==> src/hdl/rqm_pkg.sv <==
// Shared types and constants for the result quota monitor.
package rqm_pkg;

   localparam int unsigned RowWidth = 32;
   localparam int unsigned ByteWidth = 48;
   localparam int unsigned SizeWidth = 32;
   localparam int unsigned CsrAddrWidth = 6;
   localparam int unsigned CsrDataWidth = 64;
   localparam int unsigned CsrIndexLsb = 3;

   typedef enum logic [1:0] {
      CMD_OBSERVE = 2'd0,
      CMD_CHECK   = 2'd1,
      CMD_CLEAR   = 2'd2
   } cmd_type;

   typedef enum logic [1:0] {
      ST_OK       = 2'd0,
      ST_EXCEEDED = 2'd1,
      ST_OVERFLOW = 2'd2
   } status_type;

   typedef enum logic [2:0] {
      HIT_NONE     = 3'd0,
      HIT_COLUMN   = 3'd1,
      HIT_IDENTITY = 3'd2,
      HIT_ROWS     = 3'd3,
      HIT_BYTES    = 3'd4,
      HIT_QUERY    = 3'd5
   } hit_type;

   typedef enum logic [2:0] {
      REG_MAX_ROWS          = 3'd0,
      REG_MAX_TOTAL_BYTES   = 3'd1,
      REG_MAX_COLUMN_SIZE   = 3'd2,
      REG_MAX_IDENTITY_SIZE = 3'd3,
      REG_MAX_QUERY_SIZE    = 3'd4,
      REG_MAX_PARAM_SIZE    = 3'd5,
      REG_MAX_LIST_VALUES   = 3'd6
   } reg_index_type;

   typedef struct packed {
      logic [RowWidth-1:0]  max_rows;
      logic [ByteWidth-1:0] max_total_bytes;
      logic [SizeWidth-1:0] max_column_size;
      logic [SizeWidth-1:0] max_identity_size;
      logic [SizeWidth-1:0] max_query_size;
      logic [SizeWidth-1:0] max_param_size;
      logic [SizeWidth-1:0] max_list_values;
   } limits_type;

   typedef struct packed {
      logic [1:0]           cmd;
      logic [SizeWidth-1:0] row_size;
      logic [SizeWidth-1:0] widest_column;
      logic [SizeWidth-1:0] identity_size;
      logic [SizeWidth-1:0] query_size;
      logic [SizeWidth-1:0] param_size;
      logic [SizeWidth-1:0] list_values;
   } item_type;

   typedef struct packed {
      status_type           status;
      hit_type              limit_hit;
      logic [ByteWidth-1:0] observed;
      logic [RowWidth-1:0]  rows_used;
      logic [ByteWidth-1:0] bytes_used;
   } result_type;

endpackage

==> src/hdl/result_quota_monitor.sv <==
// Result quota monitor: row and byte counters checked against programmable limits.
// A request is captured in the input register; its result is held in the result register.
// Throughput: one transaction per cycle unless rsp_stall holds a pending result; the counter
// update sits in one pass of logic between the input register and the result register.
// Reset: synchronous; clears both counters and valid flags, and sets every limit to all ones.
module result_quota_monitor (
   input  logic                                  clock,
   input  logic                                  reset,
   input  logic                                  req_valid,
   output logic                                  req_stall,
   input  logic [1:0]                            req_cmd,
   input  logic [rqm_pkg::SizeWidth-1:0]         req_row_size,
   input  logic [rqm_pkg::SizeWidth-1:0]         req_widest_column,
   input  logic [rqm_pkg::SizeWidth-1:0]         req_identity_size,
   input  logic [rqm_pkg::SizeWidth-1:0]         req_query_size,
   input  logic [rqm_pkg::SizeWidth-1:0]         req_param_size,
   input  logic [rqm_pkg::SizeWidth-1:0]         req_list_values,
   output logic                                  rsp_valid,
   input  logic                                  rsp_stall,
   output logic [1:0]                            rsp_status,
   output logic [2:0]                            rsp_limit_hit,
   output logic [rqm_pkg::ByteWidth-1:0]         rsp_observed,
   output logic [rqm_pkg::RowWidth-1:0]          rsp_rows_used,
   output logic [rqm_pkg::ByteWidth-1:0]         rsp_bytes_used,
   input  logic                                  psel,
   input  logic                                  penable,
   input  logic                                  pwrite,
   input  logic [rqm_pkg::CsrAddrWidth-1:0]      paddr,
   input  logic [rqm_pkg::CsrDataWidth-1:0]      pwdata,
   output logic [rqm_pkg::CsrDataWidth-1:0]      prdata,
   output logic                                  pready
);
   import rqm_pkg::*;

   limits_type           limits;
   item_type             req_item;
   result_type           eval_result;
   logic                 in_valid_ff;
   logic                 in_valid_in;
   item_type             in_item_ff;
   item_type             in_item_in;
   logic [RowWidth-1:0]  row_count_ff;
   logic [RowWidth-1:0]  row_count_in;
   logic [ByteWidth-1:0] byte_total_ff;
   logic [ByteWidth-1:0] byte_total_in;
   logic                 rsp_valid_ff;
   logic                 rsp_valid_in;
   result_type           rsp_data_ff;
   result_type           rsp_data_in;
   logic                 rsp_load;
   logic                 in_load;
   logic                 eval_fire;

   rqm_csr u_csr (
      .clock   (clock),
      .reset   (reset),
      .psel    (psel),
      .penable (penable),
      .pwrite  (pwrite),
      .paddr   (paddr),
      .pwdata  (pwdata),
      .prdata  (prdata),
      .pready  (pready),
      .limits  (limits)
   );

   assign req_item.cmd           = req_cmd;
   assign req_item.row_size      = req_row_size;
   assign req_item.widest_column = req_widest_column;
   assign req_item.identity_size = req_identity_size;
   assign req_item.query_size    = req_query_size;
   assign req_item.param_size    = req_param_size;
   assign req_item.list_values   = req_list_values;

   rqm_eval u_eval (
      .item       (in_item_ff),
      .limits     (limits),
      .row_count  (row_count_ff),
      .byte_total (byte_total_ff),
      .result     (eval_result)
   );

   assign rsp_load  = !rsp_valid_ff || !rsp_stall;
   assign in_load   = !in_valid_ff || rsp_load;
   assign eval_fire = in_valid_ff && rsp_load;
   assign req_stall = !in_load;

   always_comb begin
      in_valid_in   = in_valid_ff;
      in_item_in    = in_item_ff;
      row_count_in  = row_count_ff;
      byte_total_in = byte_total_ff;
      rsp_valid_in  = rsp_valid_ff;
      rsp_data_in   = rsp_data_ff;
      if (in_load) begin
         in_valid_in = req_valid;
         in_item_in  = req_item;
      end
      if (rsp_load) begin
         rsp_valid_in = in_valid_ff;
         rsp_data_in  = eval_result;
      end
      if (eval_fire) begin
         row_count_in  = eval_result.rows_used;
         byte_total_in = eval_result.bytes_used;
      end
   end

   always_ff @(posedge clock) begin
      if (reset) begin
         in_valid_ff   <= 1'b0;
         rsp_valid_ff  <= 1'b0;
         row_count_ff  <= '0;
         byte_total_ff <= '0;
      end else begin
         in_valid_ff   <= in_valid_in;
         rsp_valid_ff  <= rsp_valid_in;
         row_count_ff  <= row_count_in;
         byte_total_ff <= byte_total_in;
      end
   end

   always_ff @(posedge clock) begin
      in_item_ff  <= in_item_in;
      rsp_data_ff <= rsp_data_in;
   end

   assign rsp_valid      = rsp_valid_ff;
   assign rsp_status     = rsp_data_ff.status;
   assign rsp_limit_hit  = rsp_data_ff.limit_hit;
   assign rsp_observed   = rsp_data_ff.observed;
   assign rsp_rows_used  = rsp_data_ff.rows_used;
   assign rsp_bytes_used = rsp_data_ff.bytes_used;

   a_counters_hold: assert property (@(posedge clock) disable iff (reset)
      !eval_fire |=> $stable(row_count_ff) && $stable(byte_total_ff))
      else $error("Counters changed without an evaluated transaction.");

   a_overflow_clean: assert property (@(posedge clock) disable iff (reset)
      rsp_valid && rsp_status == ST_OVERFLOW |->
         rsp_limit_hit == HIT_NONE && rsp_observed == '0)
      else $error("Overflow result carries a limit report.");

   a_rows_observed: assert property (@(posedge clock) disable iff (reset)
      rsp_valid && rsp_limit_hit == HIT_ROWS |->
         rsp_observed == {{(ByteWidth-RowWidth){1'b0}}, rsp_rows_used} + 48'd1)
      else $error("Row limit report does not match the row count.");

   a_ok_no_hit: assert property (@(posedge clock) disable iff (reset)
      rsp_valid && rsp_status == ST_OK |-> rsp_limit_hit == HIT_NONE)
      else $error("Good result reports a tripped limit.");

endmodule

==> src/hdl/rqm_csr.sv <==
// Limit register file behind the APB-style configuration port.
module rqm_csr (
   input  logic                                  clock,
   input  logic                                  reset,
   input  logic                                  psel,
   input  logic                                  penable,
   input  logic                                  pwrite,
   input  logic [rqm_pkg::CsrAddrWidth-1:0]      paddr,
   input  logic [rqm_pkg::CsrDataWidth-1:0]      pwdata,
   output logic [rqm_pkg::CsrDataWidth-1:0]      prdata,
   output logic                                  pready,
   output rqm_pkg::limits_type                   limits
);
   import rqm_pkg::*;

   limits_type    limits_ff;
   limits_type    limits_in;
   reg_index_type index;
   logic          write_en;

   assign pready   = 1'b1;
   assign index    = reg_index_type'(paddr[CsrAddrWidth-1:CsrIndexLsb]);
   assign write_en = psel && penable && pwrite;
   assign limits   = limits_ff;

   always_comb begin
      limits_in = limits_ff;
      if (write_en) begin
         unique case (index)
            REG_MAX_ROWS:          limits_in.max_rows = pwdata[RowWidth-1:0];
            REG_MAX_TOTAL_BYTES:   limits_in.max_total_bytes = pwdata[ByteWidth-1:0];
            REG_MAX_COLUMN_SIZE:   limits_in.max_column_size = pwdata[SizeWidth-1:0];
            REG_MAX_IDENTITY_SIZE: limits_in.max_identity_size = pwdata[SizeWidth-1:0];
            REG_MAX_QUERY_SIZE:    limits_in.max_query_size = pwdata[SizeWidth-1:0];
            REG_MAX_PARAM_SIZE:    limits_in.max_param_size = pwdata[SizeWidth-1:0];
            REG_MAX_LIST_VALUES:   limits_in.max_list_values = pwdata[SizeWidth-1:0];
            default:               limits_in = limits_ff;
         endcase
      end
   end

   always_comb begin
      unique case (index)
         REG_MAX_ROWS:
            prdata = {{(CsrDataWidth-RowWidth){1'b0}}, limits_ff.max_rows};
         REG_MAX_TOTAL_BYTES:
            prdata = {{(CsrDataWidth-ByteWidth){1'b0}}, limits_ff.max_total_bytes};
         REG_MAX_COLUMN_SIZE:
            prdata = {{(CsrDataWidth-SizeWidth){1'b0}}, limits_ff.max_column_size};
         REG_MAX_IDENTITY_SIZE:
            prdata = {{(CsrDataWidth-SizeWidth){1'b0}}, limits_ff.max_identity_size};
         REG_MAX_QUERY_SIZE:
            prdata = {{(CsrDataWidth-SizeWidth){1'b0}}, limits_ff.max_query_size};
         REG_MAX_PARAM_SIZE:
            prdata = {{(CsrDataWidth-SizeWidth){1'b0}}, limits_ff.max_param_size};
         REG_MAX_LIST_VALUES:
            prdata = {{(CsrDataWidth-SizeWidth){1'b0}}, limits_ff.max_list_values};
         default:
            prdata = '0;
      endcase
   end

   always_ff @(posedge clock) begin
      if (reset) begin
         limits_ff <= '1;
      end else begin
         limits_ff <= limits_in;
      end
   end

endmodule

==> src/hdl/rqm_eval.sv <==
// Single-pass evaluation of one transaction against the limits and counters.
module rqm_eval (
   input  rqm_pkg::item_type                     item,
   input  rqm_pkg::limits_type                   limits,
   input  logic [rqm_pkg::RowWidth-1:0]          row_count,
   input  logic [rqm_pkg::ByteWidth-1:0]         byte_total,
   output rqm_pkg::result_type                   result
);
   import rqm_pkg::*;

   logic [ByteWidth:0]   byte_sum;
   logic [RowWidth:0]    row_next;
   logic                 overflow;
   status_type           status;
   hit_type              hit;
   logic [ByteWidth-1:0] observed;
   logic [RowWidth-1:0]  rows_out;
   logic [ByteWidth-1:0] bytes_out;

   assign byte_sum = {1'b0, byte_total} + {{(ByteWidth+1-SizeWidth){1'b0}}, item.row_size};
   assign row_next = {1'b0, row_count} + {{RowWidth{1'b0}}, 1'b1};
   assign overflow = (&row_count) || byte_sum[ByteWidth];

   always_comb begin
      status    = ST_OK;
      hit       = HIT_NONE;
      observed  = '0;
      rows_out  = row_count;
      bytes_out = byte_total;
      unique case (cmd_type'(item.cmd))
         CMD_OBSERVE: begin
            if (overflow) begin
               status = ST_OVERFLOW;
            end else begin
               priority if (item.widest_column > limits.max_column_size) begin
                  hit      = HIT_COLUMN;
                  observed = {{(ByteWidth-SizeWidth){1'b0}}, item.widest_column};
               end else if (item.identity_size > limits.max_identity_size) begin
                  hit      = HIT_IDENTITY;
                  observed = {{(ByteWidth-SizeWidth){1'b0}}, item.identity_size};
               end else if (row_next > {1'b0, limits.max_rows}) begin
                  hit      = HIT_ROWS;
                  observed = {{(ByteWidth-RowWidth-1){1'b0}}, row_next};
               end else if (byte_sum[ByteWidth-1:0] > limits.max_total_bytes) begin
                  hit      = HIT_BYTES;
                  observed = byte_sum[ByteWidth-1:0];
               end else begin
                  rows_out  = row_next[RowWidth-1:0];
                  bytes_out = byte_sum[ByteWidth-1:0];
               end
               if (hit != HIT_NONE) begin
                  status = ST_EXCEEDED;
               end
            end
         end
         CMD_CHECK: begin
            priority if (item.query_size > limits.max_query_size) begin
               status   = ST_EXCEEDED;
               hit      = HIT_QUERY;
               observed = {{(ByteWidth-SizeWidth){1'b0}}, item.query_size};
            end else if (item.param_size > limits.max_param_size) begin
               status   = ST_EXCEEDED;
               hit      = HIT_QUERY;
               observed = {{(ByteWidth-SizeWidth){1'b0}}, item.param_size};
            end else if (item.list_values > limits.max_list_values) begin
               status   = ST_EXCEEDED;
               hit      = HIT_QUERY;
               observed = {{(ByteWidth-SizeWidth){1'b0}}, item.list_values};
            end else begin
               status = ST_OK;
            end
         end
         CMD_CLEAR: begin
            rows_out  = '0;
            bytes_out = '0;
         end
         default: begin
            status = ST_OK;
         end
      endcase
   end

   assign result.status     = status;
   assign result.limit_hit  = hit;
   assign result.observed   = observed;
   assign result.rows_used  = rows_out;
   assign result.bytes_used = bytes_out;

endmodule
==> config.mk <==
export PLATFORM = sky130hd
export DESIGN_NAME = result_quota_monitor
export DESIGN_NICKNAME = d
export VERILOG_FILES = /design/src/hdl/rqm_pkg.sv /design/src/hdl/result_quota_monitor.sv /design/src/hdl/rqm_csr.sv /design/src/hdl/rqm_eval.sv
export SDC_FILE = /design/constraint.sdc
export NUM_CORES = 2
export LEC_CHECK = 0
export ABC_AREA = 1
export BUFFER_PORTS_ARGS = -buffer_cell sky130_fd_sc_hd__buf_2
export CAP_MARGIN = 20
export CORE_UTILIZATION = 24
export DETAILED_ROUTE_END_ITERATION = 8
export PLACE_DENSITY = 0.37
export SKIP_LAST_GASP = 1
export SLEW_MARGIN = 20
export SYNTH_ARGS = -nofsm -noshare
export SYNTH_HDL_FRONTEND = slang
export SYNTH_HIERARCHICAL = 1
export SYNTH_SLANG_ARGS = --single-unit
==> constraint.sdc <==
create_clock -name clock -period 15.9 [get_ports clock]
set_clock_uncertainty 0.05 [all_clocks]
set_input_delay 3.18 -clock clock [delete_from_list [all_inputs] [get_ports clock]]
set_output_delay 3.18 -clock clock [all_outputs]
set_load 0.05 [all_outputs]
==> impl_results.md <==
- CTS tree: yes
- EDFF count, synth: 327
- DRC: 0
- Die X: 406.9 microns
- Fill cells: 17912
- Syn-to-layout area delta: 17.46%
- Compound-Gate Fraction of Synth Area: 0.08683
- CTS Buffer Depth: 3
- Drt wl/cell: 22.32 microns
- Skew-Pair Late Insertion Delay: 730 ps
- Simple-Gate Fraction of Synth Area: 0.3024
- Worst path cell trace: buf_2, buf_4, inv_2, nand3_2, buf_4, nor2_1, nor2_1, nand2_1, buf_2
- First-pass GRT wire length: 249700 microns
- Critical Path Stages: 9
- Peak Freq: 0.1085 GHz
- Main synth FF type: edfxtp_1
- Mapped Avg Cell Area: 7.444 sq um
- Largest net degree at the start of global routing: 157
- Crit-path slowest cell: inv_2
- CORE AREA: 0.1628 sq mm
- Detailed Place HPWL: 135300 microns
- Multiplexer area fraction after synthesis: 0
- Final period util: 0.5798
- CTS Hold Bufs: 0
- Setup crit start kind: input pin
- Vias: 36453
- Max_cap viols: 0
- IO Count: 471
- CP Capture Type: primary output
- Root buf cell: clkbuf_16
- Hold/Removal Path Class: flip-flop to flip-flop
- Nets@finish: 6146
- Initial antenna violation count: 26
- CTS Buf Count: 84
- Synth unique cells: 54
- Gp weighted congestion: 0.8785
- Initial Util: 0.2417
- Pwr Total: 0.004756 W
- Post-synthesis xor/xnor area fraction: 0.01002
- P_leak: 24.44 nW
- H-Tree Level Count: 3
- Seq cells post-synth: 649
- Post-Synthesis Cells: 5285
- Die height: 406.9 microns
- Drt first pass iters: 6
- Row count: 148
- PostCTS Resize Cnt: 0
- Sequential element share of the synthesized area: 0.4135
- Die area: 0.1655 sq mm
- Required @ worst endpoint: 12670 ps
- Hold path depth: 2
- Count of final setup violators: 0
- Setup TNS: 0 ps
- Yosys Warn Count: 6
- RSZ-0062 raised after global routing: false
- Post-route minimum period: 9219 ps
- Vias in the first global route: 34559
- Largest family of logic cells by synthesized area: simple AND/OR/NAND/NOR gates
- CP max FO: 38
- Cell family with most CP delay: buffers and inverters
- Critical Path Max Stage Delay: 630 ps
- Worst EP arrival: 5990 ps
- Area of the multi-input gates: 0.01933 sq mm
- Status: finished clean
- Vias per inst: 4.643
- Ys async rst share: 0
- Reg area: 0.01627 sq mm
- Post-Route WL: 175200 microns
- Worst r2r path cells: 30
- Buf/Inv on CP: 5
- Final-report max-slew violation count: 0
- Share of layout cells above drive strength 1: 0.1340
- PortBufs: 434
- Initial drt markers: 2689
- Detail Route Antenna Nets: 0
- Final hold vios: 0
- Adder-cell share of the synthesized area: 0.08734
- Total grt overflow: 0
- Maximum vdd drop: 75.21 uV
- Setup CP Type: input pin to primary output
- Worst slew margin: 0.2118
- CTS Sinks: 649
- Pwr dens: 102.9 mW/mm^2
- Post-synthesis cell area: 0.03934 sq mm
- Worst Tran Pin Value: 1180 ps
- Post-CTS Setup Inserts: 0
- GR Util All Layers: 0.2083
- Worst-path clk slew: 50 ps
## final timing paths
path                                        from                        endpoint  slack (ps)
setup / recovery                        paddr[4]                      prdata[16]        6680
hold / removal    u_csr/limits[192]$_SDFFE_PP1P_  u_csr/limits[192]$_SDFFE_PP1P_         430
setup reg to reg       in_item_ff[160]$_DFFE_PP_    row_count_ff[1]$_SDFFE_PP0P_        9180
hold reg to reg   u_csr/limits[192]$_SDFFE_PP1P_  u_csr/limits[192]$_SDFFE_PP1P_         430
## area by class of cell
| type | instances | area share |
|---|---|---|
| Antenna cell | 5 | 0.0002708 |
| Clock buffer | 106 | 0.04774 |
| Inverter | 658 | 0.05361 |
| Tap cell | 2175 | 0.05889 |
| Clock inverter | 50 | 0.01495 |
| Sequential cell | 649 | 0.3521 |
| Timing Repair Buffer | 475 | 0.05421 |
| Multi-Input combinational cell | 3733 | 0.4182 |
## metal layers
metal / part of all wire / up-vias / track usage
li1: - / 17860 / -
met2: 0.46 / 993 / 0.3393
met5: 0.00092 / - / 0
met3: 0.048 / 177 / 0.02913
met4: 0.019 / 24 / 0.04228
met1: 0.47 / 17399 / 0.2911
## where the power goes
part	leakage (nW)	internal (W)	switching (W)	total [W]
logic	16.8	0.000199	0.000590	0.000789
registers	6.23	0.00185	0.0000828	0.00193
clock network	1.38	0.00119	0.000845	0.00204
## per-stage QoR
step | util | cells | cell area [sq um] | hold slack (ps) | setup slack [ps]
3_5_place_dp | 0.2660 | 7690 | 43300 | 426.3 | 6651
2_1_floorplan | - | 5300 | 39400 | 400.6 | 2589
3_3_place_gp | 0.2660 | 7690 | 43300 | 421.2 | 6649
6_report | 0.2839 | 7851 | 46210 | 432.4 | 6681
4_1_cts | 0.2838 | 7846 | 46200 | 437.3 | 6655
5_1_grt | 0.2838 | 7846 | 46200 | 446.6 | 6565
## kinds of logic after synthesis
logic type | Yosys count
other | 2
adders and majority gates | 274
DFF | 649
and+or+nand+nor | 2795
xor gates and xnor gates | 45
AOI/OAI and AO/OA | 602
buffers and inverters | 918
## sequential cells by signal, indices dropped and copies added, names as in the netlist, 2 cells and up
register,cells
byte_total_ff,48
rsp_observed,48
rsp_bytes_used,48
rsp_limit_hit,3
row_count_ff,32
in_item_ff,194
u_csr/limits,240
rsp_status,2
rsp_rows_used,32
## cells in the mapped netlist (63+ instances only)
cell / count / share of area
a21oi_1: 209 / 0.027
o21ai_0: 206 / 0.026
nand4_1: 121 / 0.019
nor2_1: 533 / 0.051
ha_1: 273 / 0.087
clkbuf_1: 116 / 0.011
o21ai_1: 63 / 0.0080
inv_1: 645 / 0.062
a21oi_2: 78 / 0.017
buf_2: 63 / 0.0080
nand2_1: 1464 / 0.14
nand3_1: 559 / 0.071
edfxtp_1: 327 / 0.25
dfxtp_1: 322 / 0.16
## cell usage in the layout (no fill, tap or decap), drive strengths merged, types with 2 or more instances in the layout
master    instances
conb             17
nand4           122
clkbuf          106
diode             5
bufinv           12
o211ai            5
or2              18
nand3           565
o21bai            7
buf             475
o21ai           269
a21oi           287
xor2             38
a22oi             2
ha              273
dfxtp           322
a21boi            3
nand3b            6
and3              6
clkinv           27
xnor2             7
a31oi             2
inv             663
clkinvlp          6
nor2            551
and2              5
o22ai             2
nor3             31
nor4             11
o21a             15
nand2          1477
edfxtp          327
a21o              9
## worst register-to-register path, delay by kind of cell, from the launching register on
family                   cells  cell delay (ps)
buffers and inverters        4              380
XOR/XNOR                     1              840
adder cells (fa/ha/maj)      3              970
AO/OA/AOI/OAI                1              410
AND/OR/NAND/NOR             21             3560
flip-flops                   1              440
Note: power is estimated with default switching activity, not from simulation.
